===== config.mk =====
export PLATFORM = sky130hd
export DESIGN_NAME = fixed_block_pool_allocator
export DESIGN_NICKNAME = d
export VERILOG_FILES = /design/src/rtl/core/fbpa_pkg.sv /design/src/rtl/core/fbpa_ctrl.sv /design/src/rtl/core/fbpa_dp.sv /design/src/rtl/core/fixed_block_pool_allocator.sv
export SDC_FILE = /design/constraint.sdc
export NUM_CORES = 2
export LEC_CHECK = 0
export BUFFER_PORTS_ARGS = -buffer_cell sky130_fd_sc_hd__buf_2
export CORE_ASPECT_RATIO = 1.25
export CORE_MARGIN = 2
export CORE_UTILIZATION = 30
export CTS_CLUSTER_SIZE = 16
export DETAILED_ROUTE_END_ITERATION = 12
export GPL_ROUTABILITY_DRIVEN = 0
export PLACE_DENSITY = 0.41
export SYNTH_ARGS = -nofsm -noshare
export SYNTH_HDL_FRONTEND = slang
export SYNTH_HIERARCHICAL = 1
export SYNTH_SLANG_ARGS = --single-unit

===== constraint.sdc =====
create_clock -name clk -period 10.41 [get_ports clk]
set_input_delay 1.041 -clock clk [delete_from_list [all_inputs] [get_ports clk]]
set_output_delay 1.041 -clock clk [all_outputs]
set_load 0.1 [all_outputs]

===== src/rtl/core/fbpa_pkg.sv =====
`default_nettype none
// ----------------------------------------------------------------------------
// fbpa_pkg: shared types and constants of the block pool allocator
// Transfer structs, request and status codes, register indexes and the
// pool size clamp used by the datapath.
// ----------------------------------------------------------------------------
package fbpa_pkg;

	localparam int POOL_DEPTH_DEF = 256;
	localparam int CFG_IDX_W      = 2;
	localparam int CFG_DATA_W     = 32;

	localparam logic REQ_GET = 1'b0;
	localparam logic REQ_PUT = 1'b1;

	localparam logic [1:0] STAT_OK    = 2'd0;
	localparam logic [1:0] STAT_OOM   = 2'd1;
	localparam logic [1:0] STAT_FULL  = 2'd2;
	localparam logic [1:0] STAT_RANGE = 2'd3;

	localparam logic [CFG_IDX_W-1:0] CFG_NUM_BLOCKS   = 2'd0;
	localparam logic [CFG_IDX_W-1:0] CFG_BASE_ADDRESS = 2'd1;
	localparam logic [CFG_IDX_W-1:0] CFG_BLOCK_WORDS  = 2'd2;

	localparam logic [8:0]  NUM_BLOCKS_RST   = 9'd256;
	localparam logic [31:0] BASE_ADDRESS_RST = 32'd0;
	localparam logic [14:0] BLOCK_WORDS_RST  = 15'd1;

	typedef struct packed {
		logic       req_type;
		logic [7:0] ret_index;
	} req_t;

	typedef struct packed {
		logic [1:0]  status;
		logic [7:0]  got_index;
		logic [31:0] got_address;
		logic [8:0]  free_left;
	} rsp_t;

	typedef struct packed {
		logic accept;
		logic pop;
		logic load_out;
	} cmd_t;

	typedef struct packed {
		logic get_ok;
	} sts_t;

	// pool size limited to 1..lim
	function automatic logic [8:0] clamp_size(logic [8:0] nb, int lim);
		logic [8:0] n;
		n = nb;
		if (n == 9'd0) begin
			n = 9'd1;
		end
		if (n > 9'(lim)) begin
			n = 9'(lim);
		end
		return n;
	endfunction

endpackage
`default_nettype wire


===== src/rtl/core/fbpa_ctrl.sv =====
`default_nettype none
// ----------------------------------------------------------------------------
// fbpa_ctrl: allocator controller
// Handshake control, pop sequencing and the pending and output slot
// valid flags.
// ----------------------------------------------------------------------------
module fbpa_ctrl (
	input  wire logic           clk,
	input  wire logic           arst_n,
	input  wire logic           in_valid,
	output logic                in_ready,
	output logic                out_valid,
	input  wire logic           out_ready,
	input  wire fbpa_pkg::sts_t sts,
	output fbpa_pkg::cmd_t      cmd
);
	import fbpa_pkg::*;

	typedef enum logic [1:0] {
		ST_IDLE = 2'b01,
		ST_POP  = 2'b10
	} state_t;

	state_t state_q;
	state_t state_d;
	logic   pend_q;
	logic   out_valid_q;
	logic   out_free;

	assign out_free     = !out_valid_q || out_ready;
	assign in_ready     = (state_q == ST_IDLE) && (!pend_q || out_free);
	assign out_valid    = out_valid_q;
	assign cmd.accept   = in_valid && in_ready;
	assign cmd.pop      = (state_q == ST_POP);
	assign cmd.load_out = pend_q && out_free;

	always_comb begin
		state_d = state_q;
		unique case (state_q)
			ST_IDLE: begin
				if (cmd.accept && sts.get_ok) begin
					state_d = ST_POP;
				end
			end
			ST_POP: begin
				state_d = ST_IDLE;
			end
			default: begin
				state_d = ST_IDLE;
			end
		endcase
	end

	always_ff @(posedge clk or negedge arst_n) begin
		if (!arst_n) begin
			state_q     <= ST_IDLE;
			pend_q      <= 1'b0;
			out_valid_q <= 1'b0;
		end else begin
			state_q <= state_d;
			if (cmd.accept) begin
				pend_q <= 1'b1;
			end else if (cmd.load_out) begin
				pend_q <= 1'b0;
			end
			if (cmd.load_out) begin
				out_valid_q <= 1'b1;
			end else if (out_ready) begin
				out_valid_q <= 1'b0;
			end
		end
	end

endmodule
`default_nettype wire


===== src/rtl/core/fbpa_dp.sv =====
`default_nettype none
// ----------------------------------------------------------------------------
// fbpa_dp: allocator datapath
// Config registers, free list head and count, link memory with per-entry
// valid bits, address computation and the result registers.
// ----------------------------------------------------------------------------
module fbpa_dp #(
	parameter int POOL_DEPTH = fbpa_pkg::POOL_DEPTH_DEF
) (
	input  wire logic                            clk,
	input  wire logic                            arst_n,
	input  wire fbpa_pkg::req_t                  in_data,
	output fbpa_pkg::rsp_t                       out_data,
	input  wire logic                            cfg_we,
	input  wire logic [fbpa_pkg::CFG_IDX_W-1:0]  cfg_index,
	input  wire logic [fbpa_pkg::CFG_DATA_W-1:0] cfg_wdata,
	input  wire fbpa_pkg::cmd_t                  cmd,
	output fbpa_pkg::sts_t                       sts
);
	import fbpa_pkg::*;

	localparam int LIM = (POOL_DEPTH < 256) ? POOL_DEPTH : 256;
	localparam int AW  = $clog2(LIM);

	logic [8:0]    num_blocks_q;
	logic [31:0]   base_address_q;
	logic [14:0]   block_words_q;
	logic [7:0]    head_q;
	logic [8:0]    count_q;
	logic [LIM-1:0] vld_q;
	logic [7:0]    link_mem [LIM];
	logic [7:0]    link_rd_q;
	rsp_t          pend_q;
	rsp_t          out_q;

	logic          cfg_hit;
	logic [8:0]    nb_next;
	logic [8:0]    n_cur;
	logic [14:0]   words;
	logic [22:0]   prod;
	logic [31:0]   addr;
	logic [AW-1:0] head_a;
	logic [AW-1:0] ridx_a;
	logic          put_ok;
	logic          put_full;
	logic          put_range;
	rsp_t          rsp;

	always_comb begin
		cfg_hit = 1'b0;
		nb_next = num_blocks_q;
		unique case (cfg_index)
			CFG_NUM_BLOCKS: begin
				cfg_hit = cfg_we;
				nb_next = cfg_wdata[8:0];
			end
			CFG_BASE_ADDRESS: cfg_hit = cfg_we;
			CFG_BLOCK_WORDS:  cfg_hit = cfg_we;
			default:          cfg_hit = 1'b0;
		endcase
	end

	assign n_cur  = clamp_size(num_blocks_q, LIM);
	assign words  = (block_words_q == 15'd0) ? 15'd1 : block_words_q;
	assign prod   = 23'(head_q) * 23'(words);
	assign addr   = base_address_q + 32'({prod, 2'b00});
	assign head_a = head_q[AW-1:0];
	assign ridx_a = in_data.ret_index[AW-1:0];

	assign sts.get_ok = (in_data.req_type == REQ_GET) && (count_q != 9'd0);
	assign put_range  = (9'(in_data.ret_index) >= n_cur);
	assign put_full   = !put_range && (count_q >= n_cur);
	assign put_ok     = (in_data.req_type == REQ_PUT) && !put_range && !put_full;

	always_comb begin
		rsp = '0;
		if (in_data.req_type == REQ_GET) begin
			if (count_q == 9'd0) begin
				rsp.status    = STAT_OOM;
				rsp.free_left = count_q;
			end else begin
				rsp.status      = STAT_OK;
				rsp.got_index   = head_q;
				rsp.got_address = addr;
				rsp.free_left   = count_q - 9'd1;
			end
		end else if (put_range) begin
			rsp.status    = STAT_RANGE;
			rsp.free_left = count_q;
		end else if (put_full) begin
			rsp.status    = STAT_FULL;
			rsp.free_left = n_cur;
		end else begin
			rsp.status    = STAT_OK;
			rsp.free_left = count_q + 9'd1;
		end
	end

	always_ff @(posedge clk or negedge arst_n) begin
		if (!arst_n) begin
			num_blocks_q   <= NUM_BLOCKS_RST;
			base_address_q <= BASE_ADDRESS_RST;
			block_words_q  <= BLOCK_WORDS_RST;
			head_q         <= 8'd0;
			count_q        <= 9'(LIM);
			vld_q          <= '0;
		end else if (cfg_hit) begin
			// any register write rebuilds the free list
			if (cfg_index == CFG_NUM_BLOCKS) begin
				num_blocks_q <= cfg_wdata[8:0];
			end
			if (cfg_index == CFG_BASE_ADDRESS) begin
				base_address_q <= cfg_wdata;
			end
			if (cfg_index == CFG_BLOCK_WORDS) begin
				block_words_q <= cfg_wdata[14:0];
			end
			head_q  <= 8'd0;
			count_q <= clamp_size(nb_next, LIM);
			vld_q   <= '0;
		end else begin
			if (cmd.accept) begin
				count_q <= rsp.free_left;
				if (put_ok) begin
					head_q        <= in_data.ret_index;
					vld_q[ridx_a] <= 1'b1;
				end
			end
			if (cmd.pop) begin
				head_q <= link_rd_q;
			end
		end
	end

	// link memory, unwritten entries read as their successor index
	always_ff @(posedge clk) begin
		if (cmd.accept && put_ok) begin
			link_mem[ridx_a] <= head_q;
		end
		if (cmd.accept) begin
			link_rd_q <= vld_q[head_a] ? link_mem[head_a] : 8'(9'(head_a) + 9'd1);
		end
	end

	always_ff @(posedge clk) begin
		if (cmd.accept) begin
			pend_q <= rsp;
		end
		if (cmd.load_out) begin
			out_q <= pend_q;
		end
	end

	assign out_data = out_q;

endmodule
`default_nettype wire


===== src/rtl/core/fixed_block_pool_allocator.sv =====
`default_nettype none
// ----------------------------------------------------------------------------
// fixed_block_pool_allocator: equal-size block pool with a LIFO free list
// A request on the in channel either takes a block (get) or gives one back
// (put); every request yields exactly one response on the out channel with
// a status, the block index and byte address on a successful get, and the
// number of free blocks left. Both channels use valid/ready transfers.
// The configuration port writes num_blocks, base_address and block_words;
// each write rebuilds the free list with blocks 0..n-1 in order. Write only
// while no request is in flight.
// A response goes to the pending slot at its request transfer and then to
// the output register. A put does not hold off the next request; after a
// get the block takes no request while the registered read of the link
// memory supplies the next list head. A response that the receiver stalls
// waits in the output register while one more request is taken and held in
// a pending slot; further requests wait until the output frees up.
// Reset is asynchronous and restores the register defaults and a full free
// list at once; no clearing pass is needed.
// ----------------------------------------------------------------------------
module fixed_block_pool_allocator #(
	parameter int POOL_DEPTH = fbpa_pkg::POOL_DEPTH_DEF
) (
	input  wire logic                            clk,
	input  wire logic                            arst_n,
	input  wire logic                            in_valid,
	output logic                                 in_ready,
	input  wire fbpa_pkg::req_t                  in_data,
	output logic                                 out_valid,
	input  wire logic                            out_ready,
	output fbpa_pkg::rsp_t                       out_data,
	input  wire logic                            cfg_we,
	input  wire logic [fbpa_pkg::CFG_IDX_W-1:0]  cfg_index,
	input  wire logic [fbpa_pkg::CFG_DATA_W-1:0] cfg_wdata
);
	import fbpa_pkg::*;

	cmd_t cmd;
	sts_t sts;

	fbpa_ctrl u_ctrl (
		.clk       (clk),
		.arst_n    (arst_n),
		.in_valid  (in_valid),
		.in_ready  (in_ready),
		.out_valid (out_valid),
		.out_ready (out_ready),
		.sts       (sts),
		.cmd       (cmd)
	);

	fbpa_dp #(
		.POOL_DEPTH (POOL_DEPTH)
	) u_dp (
		.clk       (clk),
		.arst_n    (arst_n),
		.in_data   (in_data),
		.out_data  (out_data),
		.cfg_we    (cfg_we),
		.cfg_index (cfg_index),
		.cfg_wdata (cfg_wdata),
		.cmd       (cmd),
		.sts       (sts)
	);

endmodule
`default_nettype wire


# Word level (Yosys, flattened, before mapping)
# Memory sizes are Yosys's and may differ from the RTL's.
# Cells that the tools add are included.
[totals]
register_bits = 443
ramBits = 2048
inputBits = 48
out_inout_bits = 53
elab_cells = 110
memories = 1
[memory_table]
columns = ["name", "words", "word_bits", "read_ports", "rd_ports_with_merged_regs", "wr", "line_no", "rtl"]
rows = [
  ["u_dp.link_mem", 256, 8, 1, 0, 1, "fbpa_dp.sv:31", "logic [7:0] link_mem [LIM];"],
]
[classes]
addsub = 4
mul = 1
magnitude_cmp = 7
n_eq_ne = 5
n_mux = 38
n_bitwise = 2
n_reduce_logical = 34
[ops]
columns = ["op", "n"]
rows = [
  ["$mux 256", 3],
  ["$or 256x256->256", 1],
  ["$mux 9", 12],
  ["$mux 8", 5],
  ["$add 32x25->32", 1],
  ["$logic_not 9->1", 3],
  ["$mul 8x15->23", 1],
  ["$gt 9x9->1 const B", 2],
  ["$lt 8x9->1 const B", 2],
  ["$logic_not 15->1", 1],
  ["$mux 15", 1],
  ["$logic_and 1x1->1", 10],
  ["$mux 1", 10],
  ["$mux 2", 5],
  ["$add 9x1->9 const B", 1],
  ["$ge 8x9->1", 1],
  ["$ge 9x9->1", 1],
  ["$reduce_bool 9->1", 1],
  ["$sub 9x1->9 const B", 1],
  ["$add 8x1->8 const B", 1],
  ["$bmux 1 s8", 1],
  ["$demux 1 s8", 1],
  ["$ge 8x1->1 const B", 1],
  ["$reduce_and 2->1", 4],
  ["other kinds (11)", 21],
]

# Longest topological paths before layout
[depth]
ltp_word = 13
depth_mapped = 33
ltp_nobuf = 29

# By module
# The synthesis kept the hierarchy.
[modules_own_cells]
columns = ["module", "instances", "cells_per_inst", "area_per_inst_um2", "seq_area_each_um2"]
rows = [
  ["fbpa_dp", 1, 5757, 103932.2, 73038.8],
  ["fbpa_ctrl", 1, 17, 185.2, 101.3],
]

# Worst setup path after synthesis
# No wires, ideal clock.
[synth_path]
path_kind = "register to register"
start = "register u_dp.head_q[2] (netlist: u_dp/head_a[2])"
end = "register u_dp/pend_q[35] in the netlist's numbering, data pin"
t_arrival_ps = 10500
path_slack_ps = -353
stages_incl_launch_ff = 33
n_path_buf = 6
path_cell_list = "dfrtp_1 buf_2 buf_2 buf_2 clkbuf_1 buf_2 clkbuf_1 nand2_1 fa_1 fa_1 inv_1 fa_1 inv_1 fa_1 inv_1 ha_1 inv_1 o21bai_1 a21oi_1 o21ai_0 a21oi_1 o21ai_0 xor2_1 ha_1 a21o_1 a21o_1 a21o_1 a21oi_1 nor2b_1 or4_1 o221ai_1 or3_1 nand3_1"
[synth_via]
elab_chain_cells = 2
[synth_rtl]
columns = ["item", "line_no", "rtl"]
rows = [
  ["from (decl)", "fbpa_dp.sv:28", "logic [7:0] head_q;"],
  ["from (signal assigned)", "fbpa_dp.sv:125", "head_q <= in_data.ret_index;"],
  ["from (signal assigned)", "fbpa_dp.sv:130", "head_q <= link_rd_q;"],
  ["$mul 8x15->23", "fbpa_dp.sv:65", "assign prod = 23'(head_q) * 23'(words);"],
  ["$add 32x25->32", "fbpa_dp.sv:66", "assign addr = base_address_q + 32'({prod, 2'b00});"],
  ["to (signal assigned)", "fbpa_dp.sv:147", "pend_q <= rsp;"],
  ["to (decl)", "fbpa_dp.sv:33", "rsp_t pend_q;"],
]
# Every way passes these cells.
# A chain may end at the register's enable or synchronous reset.

# Worst setup path after layout
[layout_path]
start = "register u_dp.block_words_q[11]"
end = "register u_dp/pend_q[39] in the netlist's numbering, data pin"
[layout_via]
elab_chain_cells = 4
[layout_rtl]
columns = ["item", "line_no", "rtl"]
rows = [
  ["from (decl)", "fbpa_dp.sv:27", "logic [14:0] block_words_q;"],
  ["from (signal assigned)", "fbpa_dp.sv:116", "block_words_q <= cfg_wdata[14:0];"],
  ["$logic_not 15->1", "fbpa_dp.sv:64", "assign words = (block_words_q == 15'd0) ? 15'd1 : block_words_q;"],
  ["$mux 15 *", "fbpa_dp.sv:64", ""],
  ["$mul 8x15->23 *", "fbpa_dp.sv:65", ""],
  ["$add 32x25->32 *", "fbpa_dp.sv:66", ""],
]
# Mark *: on every way between the ends. The rest lies on a longest branch, timed or not.

==> flow_summary.yaml <==
yosys:
  synth_async_sr_flop_share_pct: 13.4
  synthCells: 5774
  ys_warn_count: 6
  synth.distinct_cells: 88
  yosys.area.top_type: "edfxtp_1"
  synth_common_cells: "edfxtp_1 (2158), mux4_2 (465), dfrtp_1 (329)"
  synth_area_leaders: "edfxtp_1 (62%), mux4_2 (10%), dfrtp_1 (7.9%), mux2i_1 (3.1%), o21a_1 (1.9%)"
  synth.avg_cell_area_um2: 18.0
  synth_ff_type: "edfxtp_1"
  synth-edff-count: 2158
  ys_seq_elements: 2491
  ys_seq_area_share_pct: 70.2
  synth.most_common_cell: "edfxtp_1"
  syn_nets: 5987
  syn_area_um2: 104000
  synth_top_cell_area_share_pct: 62.2
routing:
  antenna_left: 0
  drtIter0Drc: 4143
  routedWlPerCell_um: 29.9
  drt_pass1_iterations: 8
  totalWireLength_um: 324000
  vias_per_cell: 5.05
  num_vias: 54609
  route.detailed.drc: 0
sta:
  fin_skew_ps: 67.9
  final-setup-viol-count: 0
  final.min_clock_period_ps: 7780
  hold_viol: 0
  slew_headroom_pct: 7.21
  tns_ps: 0
  post-route-period-util_pct: 74.8
  rsz0062_at_grt: "no"
  tightest_slew_ps: 1380
  slew_viol_final: 0
  max_freq_mhz: 128
cts:
  numCtsBuffers: 281
  cts-resized-gates: 0
  cts_tree: "yes"
  cts_root_buffer: "clkbuf_16"
  h-tree-depth: 5
  ctsHoldBuffers: 0
  clock_path_buffers: 4
  clk-insertion-delay-late_ps: 860
  cts.clk_slew.worst_paths_ps: 60
  cts_setup_buffers: 0
  cts.sinks: 2491
floorplan:
  fp.coreArea_um2: 345000
  pin_count: 101
  dieArea_um2: 352000
  placementRows: 241
  die_w_um: 531
  start_util_pct: 30.2
  die_h_um: 663
critical_path:
  slowest_stage: "o221ai_1"
  crit_arrival_ps: 8390
  critPathKind: "reg2reg"
  critPathLaunchType: "flop"
  r2r_cells: 28
  worstPathMaxFanout: 10
  end_kind: "flop"
  cpPeakStageDelay_ps: 600
  worstPathRequired_ps: 11010
status:
  status: "complete, no violations"
pwr:
  power_density_nw_per_um2: 221
  vdd_drop_max_uv: 109
  leakagePower_nw: 40.2
  p_total_mw: 26.2
finish:
  drive_above_1_share_pct: 21.0
  n_fill_cell: 32808
  final_nets: 6190
  areaGrowthSynthToFinish_pct: 14.2
global_route:
  grt_overflow: 0
  grt_pass1_vias: 56664
  grt_max_degree: 160
  antenna_found_initial: 13
  grt_usage_pct: 18.2
  grt_first_pass_wirelength_um: 455000
place:
  hpwlAfterDp_um: 210000
  portBuffers: 100
hold_path:
  min_path_type: "in2async"
flow_run:
  cap_violations: 0
-- area by class of cell --
class / instances / area [µm²] / area share (%)
diodes: 6 / 15.0 / 0.0126
clock buffers: 375 / 7860 / 6.61
clock inverters: 126 / 1370 / 1.15
inverters: 109 / 419 / 0.353
multi-input cells: 2841 / 28500 / 23.9
flip-flops and latches: 2491 / 73200 / 61.6
well taps: 4617 / 5780 / 4.86
repair buffers: 253 / 1820 / 1.53
-- cells by family after synthesis --
logic type	after synthesis	synth area share [%]
AO/OA/AOI/OAI	859	5.82
XOR/XNOR	47	0.395
adder cells (fa/ha/maj)	165	2.55
buffers and inverters	442	2.53
flip-flops	2491	70.2
multiplexers	872	14.2
AND/OR/NAND/NOR	898	4.21
-- power by group --
group	leakage, nW	switching [mW]	internal [mW]
Sequential	25.2	0.177	11.4
Combinational	10.5	3.14	1.48
Clock	4.51	4.06	5.98
-- critical path: cells and delay by family (launching register included) --
kind	cells	cell delay (ps)
AO/OA/AOI/OAI	11	2700
adder cells (fa/ha/maj)	6	2560
AND/OR/NAND/NOR	6	1430
flip-flops	1	500
buffers and inverters	4	210
XOR/XNOR	1	160
-- through the flow --
step | hold slack [ps] | cell area (µm²) | utilization [%] | cells | setup WS, ps
4_1_cts | 86.8 | 119000 | 34.5 | 10812 | 2630
2_1_floorplan | 400 | 104000 | - | 5774 | 95.3
5_1_grt | 114 | 119000 | 34.5 | 10815 | 2220
3_5_place_dp | 405 | 110000 | 31.8 | 10311 | 2620
3_3_place_gp | 401 | 110000 | 31.8 | 10311 | 2600
6_report | 122 | 119000 | 34.5 | 10818 | 2630
-- state kept, by name, summed over array words and instances, names as in the netlist --
| name | cells |
|---|---|
| u_dp/out_data | 51 |
| u_dp/count_q | 9 |
| u_ctrl/pend_q | 1 |
| u_dp/head_a | 8 |
| u_ctrl/state_q | 2 |
| u_dp/link_mem | 2048 |
| u_dp/base_address_q | 32 |
| u_dp/num_blocks_q | 9 |
| u_dp/link_rd_q | 8 |
| u_dp/pend_q | 51 |
| u_dp/block_words_q | 15 |
| u_dp/vld_q | 256 |
| u_ctrl/out_valid | 1 |
-- final timing paths --
path / from / to / slack (ps)
setup / recovery: u_dp/block_words_q[11] / u_dp/pend_q[39] / 2630
hold / removal: arst_n / u_dp/vld_q[142] / 120
setup reg to reg: u_dp/block_words_q[11] / u_dp/pend_q[39] / 2630
hold reg to reg: u_dp/pend_q[24] / u_dp/out_data[24] / 420
max in group asynchronous: arst_n / u_dp/vld_q[21] / 8400
min in group clk: cfg_wdata[25] / u_dp/base_address_q[25] / 410
-- cell usage in the layout, fill, tap and decap left out, types with 13 or more instances in the layout --
cell type	instances
edfxtp_1	2158
xnor2_1	30
o31ai_1	16
nand3_1	43
fa_1	79
clkbuf_1	58
and2_1	113
o21a_1	262
nor4_1	13
clkinv_2	37
a221o_1	14
a21o_1	26
a21oi_1	148
nor2_1	299
mux2_2	70
clkbuf_16	291
bufinv_16	27
nor2_2	56
a211oi_1	19
clkinv_1	43
buf_2	99
dfrtp_1	321
ha_1	86
a31oi_1	22
mux2i_1	325
nor3_1	53
a221oi_1	27
buf_12	13
nor2b_1	18
a22oi_1	49
buf_4	140
clkbuf_8	26
nand2b_1	23
o21ai_0	67
o221ai_1	71
inv_1	104
o22ai_1	61
xor2_1	17
nand2_1	186
mux4_2	465
-- metal layers --
layer  vias to the layer above  global-route usage, %  wire, µm
li1                      23365                      -         -
met1                     29534                   23.0    133000
met2                      1260                   31.9    166000
met3                       444                   2.59     13300
met4                         6                   5.88     11000
met5                         -                      0        41
(Power assumes the default switching activity.)
